<file path="config.mk">
export PLATFORM = sky130hd
export DESIGN_NAME = udp_port_packet_classifier_core
export DESIGN_NICKNAME = d
export VERILOG_FILES = /design/src/hdl/upc_pkg.sv /design/src/hdl/udp_port_packet_classifier_core.sv /design/src/hdl/upc_regs.sv /design/src/hdl/upc_front.sv /design/src/hdl/upc_fifo.sv /design/src/hdl/upc_back.sv
export VERILOG_INCLUDE_DIRS = /design/src /design/src/hdl
export SDC_FILE = /design/constraint.sdc
export NUM_CORES = 1
export LEC_CHECK = 0
export BUFFER_PORTS_ARGS = -buffer_cell sky130_fd_sc_hd__buf_2
export CAP_MARGIN = 0
export CORE_MARGIN = 4
export CORE_UTILIZATION = 42
export CTS_BUF_LIST = sky130_fd_sc_hd__clkbuf_16
export DETAILED_ROUTE_END_ITERATION = 8
export GPL_TIMING_DRIVEN = 0
export HOLD_SLACK_MARGIN = 0.15
export PLACE_DENSITY = 0.68
export SYNTH_ARGS = -nofsm -noshare
export SYNTH_HDL_FRONTEND = slang
export SYNTH_SLANG_ARGS = --single-unit
</file>
<file path="constraint.sdc">
create_clock -name clk -period 7.3 [get_ports clk]
set_input_delay 1.095 -clock clk [delete_from_list [all_inputs] [get_ports clk]]
set_output_delay 1.095 -clock clk [all_outputs]
set_load 0.005 [all_outputs]
</file>
<file path="src/hdl/udp_port_packet_classifier_core_defines.svh">
// assertion macros shared by the udp port classifier rtl
// expects signals clk and rst in the module that expands them
`ifndef UDP_PORT_PACKET_CLASSIFIER_CORE_DEFINES_SVH
`define UDP_PORT_PACKET_CLASSIFIER_CORE_DEFINES_SVH

// condition holds at every clock edge out of reset
`define UPC_ASSERT_NOW(lbl, cond, msg) \
  lbl: assert property (@(posedge clk) disable iff (rst) (cond)) else $error(msg);

// consequent holds in the clock after the antecedent
`define UPC_ASSERT_NEXT(lbl, ante, cons, msg) \
  lbl: assert property (@(posedge clk) disable iff (rst) (ante) |=> (cons)) \
    else $error(msg);

`endif

</file>
<file path="src/hdl/upc_pkg.sv">
// package of the udp port classifier: constants, register codes, record types
// no dependencies
package upc_pkg;

  localparam int NUM_QUEUES_DEF   = 4;
  localparam int NUM_PORTS_DEF    = 4;
  localparam int COUNTER_BITS_DEF = 32;

  localparam int QUEUE_W   = 2;
  localparam int OUT_CNT_W = 32;
  localparam int PADDR_W   = 5;
  localparam int PDATA_W   = 32;
  localparam int POS_W     = 6;
  localparam int LEN_W     = 7;

  localparam logic [15:0] ETHERTYPE_IPV4 = 16'h0800;
  localparam logic [7:0]  PROTO_UDP      = 8'd17;
  localparam logic [7:0]  PROTO_REDIRECT = 8'd248;

  localparam logic [LEN_W-1:0] LEN_IP  = 7'd34;
  localparam logic [LEN_W-1:0] LEN_UDP = 7'd42;

  localparam logic [POS_W-1:0] POS_ETYPE_HI = 6'd12;
  localparam logic [POS_W-1:0] POS_ETYPE_LO = 6'd13;
  localparam logic [POS_W-1:0] POS_PROTO    = 6'd23;
  localparam logic [POS_W-1:0] POS_DPORT_HI = 6'd36;
  localparam logic [POS_W-1:0] POS_DPORT_LO = 6'd37;
  localparam logic [POS_W-1:0] POS_MAX      = 6'd63;

  localparam int FIFO_DEPTH = 4;
  localparam int FIFO_PTR_W = $clog2(FIFO_DEPTH);
  localparam int FIFO_CNT_W = FIFO_PTR_W + 1;

  typedef enum logic [2:0] {
    REG_QUEUE_ENABLE = 3'd0,
    REG_PORT_A       = 3'd1,
    REG_PORT_B       = 3'd2,
    REG_PORT_C       = 3'd3,
    REG_PORT_D       = 3'd4,
    REG_PORT_VALID   = 3'd5
  } upc_reg_t;

  typedef struct packed {
    logic [3:0] queue_enable_mask;
    logic [3:0] allow_port_valid;
  } upc_cfg_t;

  typedef struct packed {
    logic               redirect;
    logic               udp_inc;
    logic               hit_inc;
    logic               qvalid;
    logic [QUEUE_W-1:0] queue;
  } upc_rec_t;

endpackage

</file>
<file path="src/hdl/udp_port_packet_classifier_core.sv">
// top level of the udp destination port classifier
// depends on upc_pkg, upc_regs, upc_front, upc_fifo, upc_back
//
// usage:
//   input channel: one frame byte per item (data_byte, frame_queue, last_byte),
//   taken at a clock edge with push high and full low; frame_queue is sampled
//   with the byte marked last_byte
//   result channel: one verdict item per frame, present while empty is low,
//   taken at a clock edge with pop high; counters in the item are their values
//   after this frame
//   config: apb write with setup and access cycle, pready tied high; registers
//   at byte addresses 0,4,..,20 in the order mask, port a..d, port valid
// verdict path: the verdict of a frame enters the verdict queue at the edge
//   that takes its last byte, and passes into the result register when free
// throughput: one byte per clock while full is low; the front end decides in
//   the last byte's cycle; counters retire one verdict per clock unless stalled
// stall: a four-entry verdict queue plus the result register absorb a stalled
//   receiver; full rises only when all are occupied, and it holds off all bytes
// reset: clears position, captured header fields, counters, registers, queue
module udp_port_packet_classifier_core #(
  parameter int NUM_QUEUES   = upc_pkg::NUM_QUEUES_DEF,
  parameter int NUM_PORTS    = upc_pkg::NUM_PORTS_DEF,
  parameter int COUNTER_BITS = upc_pkg::COUNTER_BITS_DEF
) (
  input  logic                          clk,
  input  logic                          rst,
  // byte input, queue style
  input  logic                          push,
  output logic                          full,
  input  logic [7:0]                    data_byte,
  input  logic [upc_pkg::QUEUE_W-1:0]   frame_queue,
  input  logic                          last_byte,
  // verdict output, queue style
  output logic                          empty,
  input  logic                          pop,
  output logic                          redirect,
  output logic [upc_pkg::QUEUE_W-1:0]   target_queue,
  output logic [upc_pkg::OUT_CNT_W-1:0] udp_seen_total,
  output logic [upc_pkg::OUT_CNT_W-1:0] port_hit_total,
  output logic [upc_pkg::OUT_CNT_W-1:0] queue_redirect_total,
  // configuration
  input  logic                          psel,
  input  logic                          penable,
  input  logic                          pwrite,
  input  logic [upc_pkg::PADDR_W-1:0]   paddr,
  input  logic [upc_pkg::PDATA_W-1:0]   pwdata,
  output logic [upc_pkg::PDATA_W-1:0]   prdata,
  output logic                          pready
);

  // only four port registers exist in the map
  localparam int PDEPTH = (NUM_PORTS < 4) ? NUM_PORTS : 4;

  upc_pkg::upc_cfg_t      cfg;
  logic [PDEPTH-1:0][15:0] allow_ports;
  logic                   accept;
  logic                   rec_valid;
  upc_pkg::upc_rec_t      rec;
  logic                   fifo_full;
  logic                   fifo_empty;
  logic                   fifo_rd;
  upc_pkg::upc_rec_t      fifo_rec;
  logic                   out_valid;

  assign pready = 1'b1;
  assign full   = fifo_full;
  assign accept = push && !fifo_full;
  assign empty  = !out_valid;

  upc_regs #(
    .PDEPTH (PDEPTH)
  ) u_regs (
    .clk         (clk),
    .rst         (rst),
    .psel        (psel),
    .penable     (penable),
    .pwrite      (pwrite),
    .paddr       (paddr),
    .pwdata      (pwdata),
    .prdata      (prdata),
    .cfg         (cfg),
    .allow_ports (allow_ports)
  );

  // front end: parses bytes and writes one verdict record per frame
  upc_front #(
    .NUM_QUEUES (NUM_QUEUES),
    .PDEPTH     (PDEPTH)
  ) u_front (
    .clk         (clk),
    .rst         (rst),
    .accept      (accept),
    .data_byte   (data_byte),
    .frame_queue (frame_queue),
    .last_byte   (last_byte),
    .cfg         (cfg),
    .allow_ports (allow_ports),
    .rec_valid   (rec_valid),
    .rec         (rec)
  );

  upc_fifo u_fifo (
    .clk   (clk),
    .rst   (rst),
    .wr    (rec_valid),
    .wdata (rec),
    .full  (fifo_full),
    .rd    (fifo_rd),
    .rdata (fifo_rec),
    .empty (fifo_empty)
  );

  // back end: counters and result register, drained by pop
  upc_back #(
    .NUM_QUEUES   (NUM_QUEUES),
    .COUNTER_BITS (COUNTER_BITS)
  ) u_back (
    .clk                  (clk),
    .rst                  (rst),
    .fifo_empty           (fifo_empty),
    .fifo_rec             (fifo_rec),
    .fifo_rd              (fifo_rd),
    .pop                  (pop),
    .out_valid            (out_valid),
    .redirect             (redirect),
    .target_queue         (target_queue),
    .udp_seen_total       (udp_seen_total),
    .port_hit_total       (port_hit_total),
    .queue_redirect_total (queue_redirect_total)
  );

endmodule

</file>
<file path="src/hdl/upc_regs.sv">
// apb configuration registers of the udp port classifier
// depends on upc_pkg
module upc_regs #(
  parameter int PDEPTH = 4
) (
  input  logic                       clk,
  input  logic                       rst,
  input  logic                       psel,
  input  logic                       penable,
  input  logic                       pwrite,
  input  logic [upc_pkg::PADDR_W-1:0] paddr,
  input  logic [upc_pkg::PDATA_W-1:0] pwdata,
  output logic [upc_pkg::PDATA_W-1:0] prdata,
  output upc_pkg::upc_cfg_t          cfg,
  output logic [PDEPTH-1:0][15:0]    allow_ports
);

  logic       wr;
  logic [2:0] idx;
  logic [3:0] queue_enable_mask;
  logic [3:0] allow_port_valid;

  assign wr  = psel && penable && pwrite;
  assign idx = paddr[4:2];

  always_ff @(posedge clk) begin
    if (rst) begin
      queue_enable_mask <= '0;
      allow_port_valid  <= '0;
    end else if (wr) begin
      case (idx)
        upc_pkg::REG_QUEUE_ENABLE: queue_enable_mask <= pwdata[3:0];
        upc_pkg::REG_PORT_VALID:   allow_port_valid  <= pwdata[3:0];
        default: ;
      endcase
    end
  end

  // port registers past the configured count do not exist
  for (genvar i = 0; i < PDEPTH; i++) begin : g_port
    always_ff @(posedge clk) begin
      if (rst) begin
        allow_ports[i] <= '0;
      end else if (wr && idx == 3'(int'(upc_pkg::REG_PORT_A) + i)) begin
        allow_ports[i] <= pwdata[15:0];
      end
    end
  end

  always_comb begin
    prdata = '0;
    case (idx)
      upc_pkg::REG_QUEUE_ENABLE: prdata = 32'(queue_enable_mask);
      upc_pkg::REG_PORT_VALID:   prdata = 32'(allow_port_valid);
      default: ;
    endcase
    for (int i = 0; i < PDEPTH; i++) begin
      if (idx == 3'(int'(upc_pkg::REG_PORT_A) + i)) begin
        prdata = 32'(allow_ports[i]);
      end
    end
  end

  assign cfg.queue_enable_mask = queue_enable_mask;
  assign cfg.allow_port_valid  = allow_port_valid;

endmodule

</file>
<file path="src/hdl/upc_front.sv">
// front end: byte position tracking, header capture and verdict decision
// depends on upc_pkg and the assertion macro header
`include "udp_port_packet_classifier_core_defines.svh"

module upc_front #(
  parameter int NUM_QUEUES = upc_pkg::NUM_QUEUES_DEF,
  parameter int PDEPTH     = 4
) (
  input  logic                        clk,
  input  logic                        rst,
  input  logic                        accept,
  input  logic [7:0]                  data_byte,
  input  logic [upc_pkg::QUEUE_W-1:0] frame_queue,
  input  logic                        last_byte,
  input  upc_pkg::upc_cfg_t           cfg,
  input  logic [PDEPTH-1:0][15:0]     allow_ports,
  output logic                        rec_valid,
  output upc_pkg::upc_rec_t           rec
);

  logic [upc_pkg::POS_W-1:0] pos;
  logic [15:0]               ethertype_word;
  logic [7:0]                protocol_byte;
  logic [15:0]               dest_port_word;

  logic [15:0]               ety_now;
  logic [7:0]                proto_now;
  logic [15:0]               dport_now;
  logic [upc_pkg::LEN_W-1:0] len;
  logic                      qvalid;
  logic                      enabled;
  logic                      ipv4_ok;
  logic                      udp_ok;
  logic                      match;

  // header fields including the byte being taken now
  always_comb begin
    ety_now   = ethertype_word;
    proto_now = protocol_byte;
    dport_now = dest_port_word;
    if (pos == upc_pkg::POS_ETYPE_HI) ety_now[15:8]  = data_byte;
    if (pos == upc_pkg::POS_ETYPE_LO) ety_now[7:0]   = data_byte;
    if (pos == upc_pkg::POS_PROTO)    proto_now      = data_byte;
    if (pos == upc_pkg::POS_DPORT_HI) dport_now[15:8] = data_byte;
    if (pos == upc_pkg::POS_DPORT_LO) dport_now[7:0]  = data_byte;
  end

  always_ff @(posedge clk) begin
    if (rst) begin
      pos            <= '0;
      ethertype_word <= '0;
      protocol_byte  <= '0;
      dest_port_word <= '0;
    end else if (accept) begin
      if (last_byte) begin
        pos            <= '0;
        ethertype_word <= '0;
        protocol_byte  <= '0;
        dest_port_word <= '0;
      end else begin
        if (pos != upc_pkg::POS_MAX) pos <= pos + 1'b1;
        ethertype_word <= ety_now;
        protocol_byte  <= proto_now;
        dest_port_word <= dport_now;
      end
    end
  end

  always_comb begin
    match = 1'b0;
    for (int i = 0; i < PDEPTH; i++) begin
      if (cfg.allow_port_valid[i] && allow_ports[i] == dport_now) match = 1'b1;
    end
  end

  assign len     = upc_pkg::LEN_W'(pos) + 1'b1;
  assign qvalid  = 7'(frame_queue) < 7'(NUM_QUEUES);
  assign enabled = qvalid && cfg.queue_enable_mask[frame_queue];
  assign ipv4_ok = enabled && len >= upc_pkg::LEN_IP && ety_now == upc_pkg::ETHERTYPE_IPV4;
  assign udp_ok  = ipv4_ok && proto_now == upc_pkg::PROTO_UDP && len >= upc_pkg::LEN_UDP;

  assign rec_valid    = accept && last_byte;
  assign rec.redirect = (ipv4_ok && proto_now == upc_pkg::PROTO_REDIRECT) || (udp_ok && match);
  assign rec.udp_inc  = udp_ok;
  assign rec.hit_inc  = udp_ok && match;
  assign rec.qvalid   = qvalid;
  assign rec.queue    = frame_queue;

  `UPC_ASSERT_NEXT(a_pos_clear, accept && last_byte, pos == '0, "position not cleared")
  `UPC_ASSERT_NOW(a_redir_enabled, !(rec_valid && rec.redirect) || enabled, "redirect on disabled queue")

endmodule

</file>
<file path="src/hdl/upc_fifo.sv">
// short record queue between the front end and the counter stage
// depends on upc_pkg and the assertion macro header
`include "udp_port_packet_classifier_core_defines.svh"

module upc_fifo (
  input  logic              clk,
  input  logic              rst,
  input  logic              wr,
  input  upc_pkg::upc_rec_t wdata,
  output logic              full,
  input  logic              rd,
  output upc_pkg::upc_rec_t rdata,
  output logic              empty
);

  upc_pkg::upc_rec_t              mem [upc_pkg::FIFO_DEPTH];
  logic [upc_pkg::FIFO_PTR_W-1:0] wr_ptr;
  logic [upc_pkg::FIFO_PTR_W-1:0] rd_ptr;
  logic [upc_pkg::FIFO_CNT_W-1:0] count;

  assign full  = count == upc_pkg::FIFO_CNT_W'(upc_pkg::FIFO_DEPTH);
  assign empty = count == '0;
  assign rdata = mem[rd_ptr];

  always_ff @(posedge clk) begin
    if (wr) mem[wr_ptr] <= wdata;
  end

  always_ff @(posedge clk) begin
    if (rst) begin
      wr_ptr <= '0;
      rd_ptr <= '0;
      count  <= '0;
    end else begin
      if (wr) wr_ptr <= wr_ptr + 1'b1;
      if (rd) rd_ptr <= rd_ptr + 1'b1;
      case ({wr, rd})
        2'b10:   count <= count + 1'b1;
        2'b01:   count <= count - 1'b1;
        default: ;
      endcase
    end
  end

  `UPC_ASSERT_NOW(a_fifo_bound, count <= upc_pkg::FIFO_CNT_W'(upc_pkg::FIFO_DEPTH), "fifo overfilled")

endmodule

</file>
<file path="src/hdl/upc_back.sv">
// back end: frame counters and the result register
// depends on upc_pkg and the assertion macro header
`include "udp_port_packet_classifier_core_defines.svh"

module upc_back #(
  parameter int NUM_QUEUES   = upc_pkg::NUM_QUEUES_DEF,
  parameter int COUNTER_BITS = upc_pkg::COUNTER_BITS_DEF
) (
  input  logic                          clk,
  input  logic                          rst,
  input  logic                          fifo_empty,
  input  upc_pkg::upc_rec_t             fifo_rec,
  output logic                          fifo_rd,
  input  logic                          pop,
  output logic                          out_valid,
  output logic                          redirect,
  output logic [upc_pkg::QUEUE_W-1:0]   target_queue,
  output logic [upc_pkg::OUT_CNT_W-1:0] udp_seen_total,
  output logic [upc_pkg::OUT_CNT_W-1:0] port_hit_total,
  output logic [upc_pkg::OUT_CNT_W-1:0] queue_redirect_total
);

  // only queues the two-bit queue field can name are stored
  localparam int QDEPTH = (NUM_QUEUES < 4) ? NUM_QUEUES : 4;
  localparam int QIDX_W = (QDEPTH > 1) ? $clog2(QDEPTH) : 1;

  logic [COUNTER_BITS-1:0] udp_cnt;
  logic [COUNTER_BITS-1:0] hit_cnt;
  logic [COUNTER_BITS-1:0] queue_cnt [QDEPTH];

  logic                    take;
  logic [QIDX_W-1:0]       qidx;
  logic [COUNTER_BITS-1:0] udp_cnt_next;
  logic [COUNTER_BITS-1:0] hit_cnt_next;
  logic [COUNTER_BITS-1:0] qcnt_cur;
  logic [COUNTER_BITS-1:0] qcnt_next;

  assign take    = !fifo_empty && (!out_valid || pop);
  assign fifo_rd = take;
  assign qidx    = fifo_rec.queue[QIDX_W-1:0];

  assign udp_cnt_next = udp_cnt + COUNTER_BITS'(fifo_rec.udp_inc);
  assign hit_cnt_next = hit_cnt + COUNTER_BITS'(fifo_rec.hit_inc);
  assign qcnt_cur     = fifo_rec.qvalid ? queue_cnt[qidx] : '0;
  assign qcnt_next    = qcnt_cur + COUNTER_BITS'(fifo_rec.redirect);

  always_ff @(posedge clk) begin
    if (rst) begin
      udp_cnt <= '0;
      hit_cnt <= '0;
      for (int i = 0; i < QDEPTH; i++) queue_cnt[i] <= '0;
    end else if (take) begin
      udp_cnt <= udp_cnt_next;
      hit_cnt <= hit_cnt_next;
      if (fifo_rec.qvalid && fifo_rec.redirect) queue_cnt[qidx] <= qcnt_next;
    end
  end

  always_ff @(posedge clk) begin
    if (rst) begin
      out_valid <= 1'b0;
    end else if (take) begin
      out_valid <= 1'b1;
    end else if (pop) begin
      out_valid <= 1'b0;
    end
  end

  always_ff @(posedge clk) begin
    if (take) begin
      redirect             <= fifo_rec.redirect;
      target_queue         <= fifo_rec.queue;
      udp_seen_total       <= upc_pkg::OUT_CNT_W'(64'(udp_cnt_next));
      port_hit_total       <= upc_pkg::OUT_CNT_W'(64'(hit_cnt_next));
      queue_redirect_total <= upc_pkg::OUT_CNT_W'(64'(qcnt_next));
    end
  end

  `UPC_ASSERT_NOW(a_hit_is_udp, !take || !fifo_rec.hit_inc || fifo_rec.udp_inc, "hit without udp")
  `UPC_ASSERT_NEXT(a_udp_step, take && fifo_rec.udp_inc, udp_cnt == $past(udp_cnt) + COUNTER_BITS'(1), "udp count slip")

endmodule

</file>
After elaboration in Yosys (flattened, before gate mapping)

Memory sizes are Yosys's and may differ from the RTL's. A register that Yosys moved wholly into a read port is not among the register bits.
Cells that the tools add are included.

Output and inout port bits: 134
Register bits after elaboration: 289
Bits in writable memories: 148
Memories: 2
Logic and storage cells: 128

Memory list:

| name             | depth | bits a word | read ports | clocked after memory_dff | wr ports | RTL line       | RTL |
|---|---|---|---|---|---|---|---|
| u_back.queue_cnt | 4     | 32          | 1          | 0                        | 4        | upc_back.sv:29 | `logic [COUNTER_BITS-1:0] queue_cnt [QDEPTH];` |
| u_fifo.mem       | 4     | 5           | 1          | 1                        | 1        | upc_fifo.sv:16 | `upc_pkg::upc_rec_t mem [upc_pkg::FIFO_DEPTH];` |

Order comparisons: 3
Equal/unequal tests: 21
Multiplexer cells: 38
Add/subtract/negate cells: 9
Reductions and logical operators: 34

Operator list:

| operator                                                                             | count |
|---|---|
| 32-bit by 1-bit adder with 32-bit output                                             | 3 |
| 16-bit two-way mux                                                                   | 6 |
| 16-bit equality test                                                                 | 4 |
| 32-bit two-way mux                                                                   | 2 |
| 8-bit two-way mux                                                                    | 6 |
| 32-bit OR reduction                                                                  | 1 |
| 1-bit logical AND                                                                    | 19 |
| 16-bit by 12-bit equality test with 1-bit output (second input constant)             | 1 |
| 1-bit two-way mux                                                                    | 16 |
| 7-bit by 6-bit greater-or-equal comparator with 1-bit output (second input constant) | 2 |
| 6-bit by 4-bit equality test with 1-bit output (second input constant)               | 2 |
| 6-bit equality test (second input constant)                                          | 2 |
| 6-bit two-way mux                                                                    | 2 |
| 3-bit equality test (second input constant)                                          | 3 |
| 8-bit by 5-bit equality test with 1-bit output (second input constant)               | 1 |
| 8-bit equality test (second input constant)                                          | 1 |
| 4-bit one-hot mux with 2 select lines                                                | 1 |
| 6-bit by 1-bit adder with 7-bit output (second input constant)                       | 1 |
| 6-bit by 1-bit adder with 6-bit output (second input constant)                       | 1 |
| 3-bit by 2-bit equality test with 1-bit output (second input constant)               | 2 |
| 6-bit by 5-bit equality test with 1-bit output (second input constant)               | 1 |
| 3-bit logical NOT                                                                    | 2 |
| 2-bit two-way mux                                                                    | 3 |
| 6-bit inequality test (second input constant)                                        | 1 |
| 14 further kinds                                                                     | 22 |

Depth between registers and ports, before layout

Depth in word-level cells: 10
Gate-level depth with buffers: 14
Gate-level depth less buffers: 11

Hierarchy

From an unflattened synthesis, not the netlist that was laid out.

Cell total of the unflattened synthesis: 2026
Area total of the unflattened synthesis: 21847.2 um2

Modules (own cells, without submodules):

| module                          | cells an instance | area each (um2) | instances |
|---|---|---|---|
| upc_back                        | 1083              | 13125.1         | 1 |
| upc_front                       | 493               | 3796.1          | 1 |
| upc_regs                        | 368               | 3595.9          | 1 |
| upc_fifo                        | 78                | 1301.2          | 1 |
| udp_port_packet_classifier_core | 4                 | 28.8            | 1 |

Worst setup path before layout

No wires, ideal clock.

Path type: input port to flip-flop
From: input port pop
To: register u_fifo.count[2] (netlist bit)
Data arrival time: 5961 ps
Buffers on the path: 1
Slack: 1269 ps
Library setup time: 70 ps
Stages: 10
Path through: inv_1 -> a21o_1 -> inv_2 -> clkbuf_1 -> ha_1 -> inv_1 -> fa_1 -> xor2_1 -> or3_1 -> a21oi_1

Longest elaborated chain between the ends: 4

Ends and longest elaborated chain:

| element                                                                               | RTL line                              | RTL |
|---|---|---|
| start, declared                                                                       | udp_port_packet_classifier_core.sv:35 | `input logic pop,` |
| 1-bit logical OR *                                                                    | upc_back.sv:38                        | `assign take = !fifo_empty && (!out_valid \|\| pop);` |
| 1-bit logical AND *                                                                   | upc_back.sv:38                        |  |
| via fifo_rd                                                                           | udp_port_packet_classifier_core.sv:61 | `logic fifo_rd;` |
| 2-bit by 1-bit equality test with 1-bit output or 2-bit equality test (tied branches) | upc_fifo.sv:37                        | `case ({wr, rd})` |
| 3-bit one-hot mux with 2 select lines or 2-bit nonzero test (tied branches)           | n/a                                   |  |
| end signal, assigned                                                                  | upc_fifo.sv:38                        | `2'b10: count <= count + 1'b1;` |
| end signal, assigned                                                                  | upc_fifo.sv:39                        | `2'b01: count <= count - 1'b1;` |
| end, declared                                                                         | upc_fifo.sv:19                        | `logic [upc_pkg::FIFO_CNT_W-1:0] count;` |

The timed path passes the listed nets; every way through them passes the cells marked *.
A chain may end at the register's enable or synchronous reset.

==> impl_results.md <==
* Final hold vios at 0
* Die height at 227 µm
* Placed Area at 21900 µm²
* Fmax at between 0.2 and 0.25 GHz
* Crit path cell chain: buf_2, mux4_2, buf_6, buf_8, buf_8, buf_6, mux4_2, ha_1, nand3_1, nand3b_1, nor2_1, nand4_1, xor2_1, nor2_1
* Max_slew headroom at 29.4%
* Post-layout net count at 2220
* First-pass GRT wire length at 79800 µm
* CP arrival at roughly 4.6 ns
* Syn. warnings at 0
* R2R cell count at 14
* Post-synth EDFFs at approximately 250
* Initial antenna violation count at 10
* Delay-heaviest family, CP: simple AND/OR/NAND/NOR gates
* Cell Pwr Density at 306 nW/µm²
* Syn Area/Cell at approximately 10 µm²
* PostCTS Resize Cnt at 0
* #FFs+latches synth at 439
* Crit-path slowest cell: nor2_1
* CP Depth at 14
* # setup viols final at 0
* Post-synth top area cell: edfxtp_1
* Switch share at 29.6%
* Drt via density at around 5.3
* CP Launch Type: flip-flop
* Post-Syn Instances at 1933
* Worst Path Max Fanout at 10
* IO buf count at 149
* # Max-Cap Violations at 0
* RSZ-0062 raised after global routing: false
* I/O pin cnt at 189
* Final Skew at between 0.02 and 0.025 ns
* Worst-skew pair later-pin latency at roughly 0.6 ns
* Met1 WL at between 20000 and 25000 µm
* Clk pwr share at 33.4%
* RePlAce Congestion at 0.912
* Met3 routed WL at 3500 µm
* Largest net degree at the start of global routing at 58
* Final Max Slew Viols at 0
* Worst vdd ir at ~0.2 mV
* Critical path type: flip-flop to flip-flop
* Least-Margin Pin Slew at ~1.0 ns
* Largest stage delay, worst path at 0.55 ns
* Routed WL at between 50000 and 60000 µm
* DP Wirelength at 36400 µm
* Number of global-route vias before repair at roughly 15000
* Sequential share of power at between 40 and 50%
* Detailed Routing Iterations Pass 1 at 5
* Hold Crit Class: flip-flop to flip-flop
* # H-tree levels at 2
* Hold depth at 2
* GRT overflow at 0
* Mean routed wirelength per cell at between 15 and 20 µm
* Via count of the routed design at 15000
* 1st-iter DRT viols at 1212
* Routed length on met2 at ~25000 µm
* Distinct cells, synth at 66
* Synth top area cells: edfxtp_1 37%, dfxtp_1 19%, xor2_1 5.6%
* Clock Tree Buf Depth at 3
* Layout cells sized above 1 at a little over an eighth
* Clock transition at the registers of the reported paths at approximately 0.06 ns
* Int Pwr at 0.00505 W
* Overall Power at 0.00717 W
* Bufs and invs on worst path at 5
* Crit path capture type: flip-flop
* Cts hold-fix bufs at 0
* Register area share after synthesis at between 50% and 60%
* Fin crit period at about 4.3 ns
* Cell Area, Synth at approximately 20000 µm²
* Sw power at 0.00212 W
* Clk sinks at 439
* CTS buffer count at 47
* Core footprint at 47600 µm²
* Area Overhead vs Synth at 16.2%
* Die width at approximately 230 µm
* Critical Path RT at ~7.6 ns
* Routed Antenna Nets at 0
* Leakage at about 9 nW
* DRC at 0
* Ys flop type: edfxtp_1
* Initial Utilization at 42.3%
* Final worst-path cycle share at between 50% and 60%
* Row count at 80
* Die area at 51600 µm²
* Async SR Flop Fraction at 0%
* Area share of the largest cell type after synthesis at 36.8%
* Comb pwr share at 22.2%
* Clock root buffer: clkbuf_16
* Total GRT Usage at 19.4%
* Status: finished, final reports clean
* Post-CTS setup buffers at 0
* Hold wc startpoint: u_back.hit_cnt[0]
* CTS tree: yes
* Final instance area at 23400 µm²
* Top sig layer: met5
sequential cells by signal, summed over array words and instances (netlist names), 3 cells and up, named ones only:
signal / cells
u_fifo.count: 3
u_front.dest_port_word: 16
u_front.protocol_byte: 8
u_back.queue_redirect_total: 32
u_regs.allow_port_valid: 4
u_regs.allow_ports: 64
u_back.hit_cnt: 32
u_front.ethertype_word: 16
u_fifo.mem: 20
u_back.queue_cnt: 128
u_regs.queue_enable_mask: 4
u_back.udp_cnt: 32
u_back.udp_seen_total: 32
u_back.port_hit_total: 32
u_front.pos: 6
logic make-up after synthesis:
| kind of cell | share of synthesized area [%] |
|---|---|
| buffers and inverters | 3.80 |
| DFF | 55.8 |
| other | 0.0372 |
| and+or+nand+nor | 17.5 |
| adders and majority gates | 0.968 |
| xor gates and xnor gates | 8.56 |
| muxes | 6.19 |
| AOI/OAI and AO/OA | 7.14 |
final timing paths:
path,end,slack (ns)
max reg2reg,u_back.queue_cnt[1][31],3.03
min,u_back.hit_cnt[0],0.46
max,u_back.queue_cnt[1][31],3.03
min reg2reg,u_back.hit_cnt[0],0.46
cells in the final DEF, fill, tap and decap left out, drive strengths merged, types with 5 or more instances in the layout:
cell type / netlist / routed
buf: 30 / 183
or3: 16 / 16
nor2: 284 / 284
xnor2: 67 / 67
edfxtp: 247 / 247
nor4: 14 / 14
inv: 56 / 66
mux4: 26 / 26
nor4b: 5 / 5
clkinv: 0 / 20
xor2: 130 / 130
and2: 14 / 14
nand2b: 6 / 6
clkbuf: 89 / 136
o221ai: 5 / 5
o22ai: 12 / 12
ha: 14 / 14
nand4: 25 / 25
diode: 0 / 5
dfxtp: 192 / 192
o21ai: 33 / 33
and3: 37 / 37
nand3: 80 / 80
nor2b: 20 / 20
conb: 2 / 17
a21oi: 118 / 118
nand2: 220 / 220
a22oi: 49 / 49
mux2i: 61 / 61
bufinv: 0 / 7
nor3: 27 / 27
power by group through the flow:
stage | registers, W | logic, W | clock network, W
2_1_floorplan | 0.00329 | 0.000922 | 0
3_3_place_gp | 0.00330 | 0.00153 | 0
3_5_place_dp | 0.00324 | 0.00160 | 0
4_1_cts | 0.00319 | 0.00161 | 0.00244
5_1_grt | 0.00321 | 0.00174 | 0.00255
6_report | 0.00318 | 0.00159 | 0.00240
worst reg2reg max path: stages, from the launching register on:
cell and delay (ns):
dfxtp_1 0.30, buf_2 0.20, mux4_2 0.54, buf_6 0.18, buf_8 0.18, buf_8 0.17
buf_6 0.17, mux4_2 0.34, ha_1 0.18, nand3_1 0.10, nand3b_1 0.41, nor2_1 0.55
nand4_1 0.20, xor2_1 0.39, nor2_1 0.10
layer usage:
metal	vias up	global-route usage [%]
met1	7258	24.9
met3	103	4.50
met5	-	0
met2	466	32.8
met4	10	6.23
li1	7161	-
through the flow:
step | hold WS [ns] | setup TNS, ns | util, % | instances | setup WS [ns]
3_5_place_dp | 0.456 | 0 | 45.9 | 2716 | 3.03
2_1_floorplan | 0.441 | 0 | - | 1948 | 1.27
5_1_grt | 0.480 | 0 | 49.2 | 2803 | 2.74
3_3_place_gp | 0.447 | -22.45 | 45.6 | 2712 | -0.686
6_report | 0.461 | 0 | 49.2 | 2805 | 3.03
4_1_cts | 0.463 | 0 | 49.1 | 2800 | 3.01
cell usage after synthesis, types with 4 or more instances:
master      n
buf_4      17
nand4_1    24
a21oi_1   118
o21a_1      4
or3_1      16
a22oi_1    49
nand3b_1    4
a21o_1      4
mux2i_1    59
o22ai_1    12
nor4_1     13
nand2_1   220
clkbuf_1   89
nor3_1     26
and4_1      4
ha_1       14
xor2_1    130
or2_2       4
dfxtp_1   192
mux2_2      4
nand3_1    80
o21ai_0    30
and3_1     37
inv_1      55
o221ai_1    5
edfxtp_1  247
and2_1     12
buf_2       7
mux4_2     26
nor2b_1    20
nor4b_1     5
nor2_1    284
nand2b_1    6
xnor2_1    67
cell type report:
class	count	area, µm²
clock inverter	37	379
timing repair buffer	153	856
tap	615	769
inverter	56	210
sequential	439	11300
antenna	5	12.5
multi-input combinational	1334	8210
clock buffer	47	1180
buffer	119	561
fill	4334	24200
(Power assumes the default switching activity.)
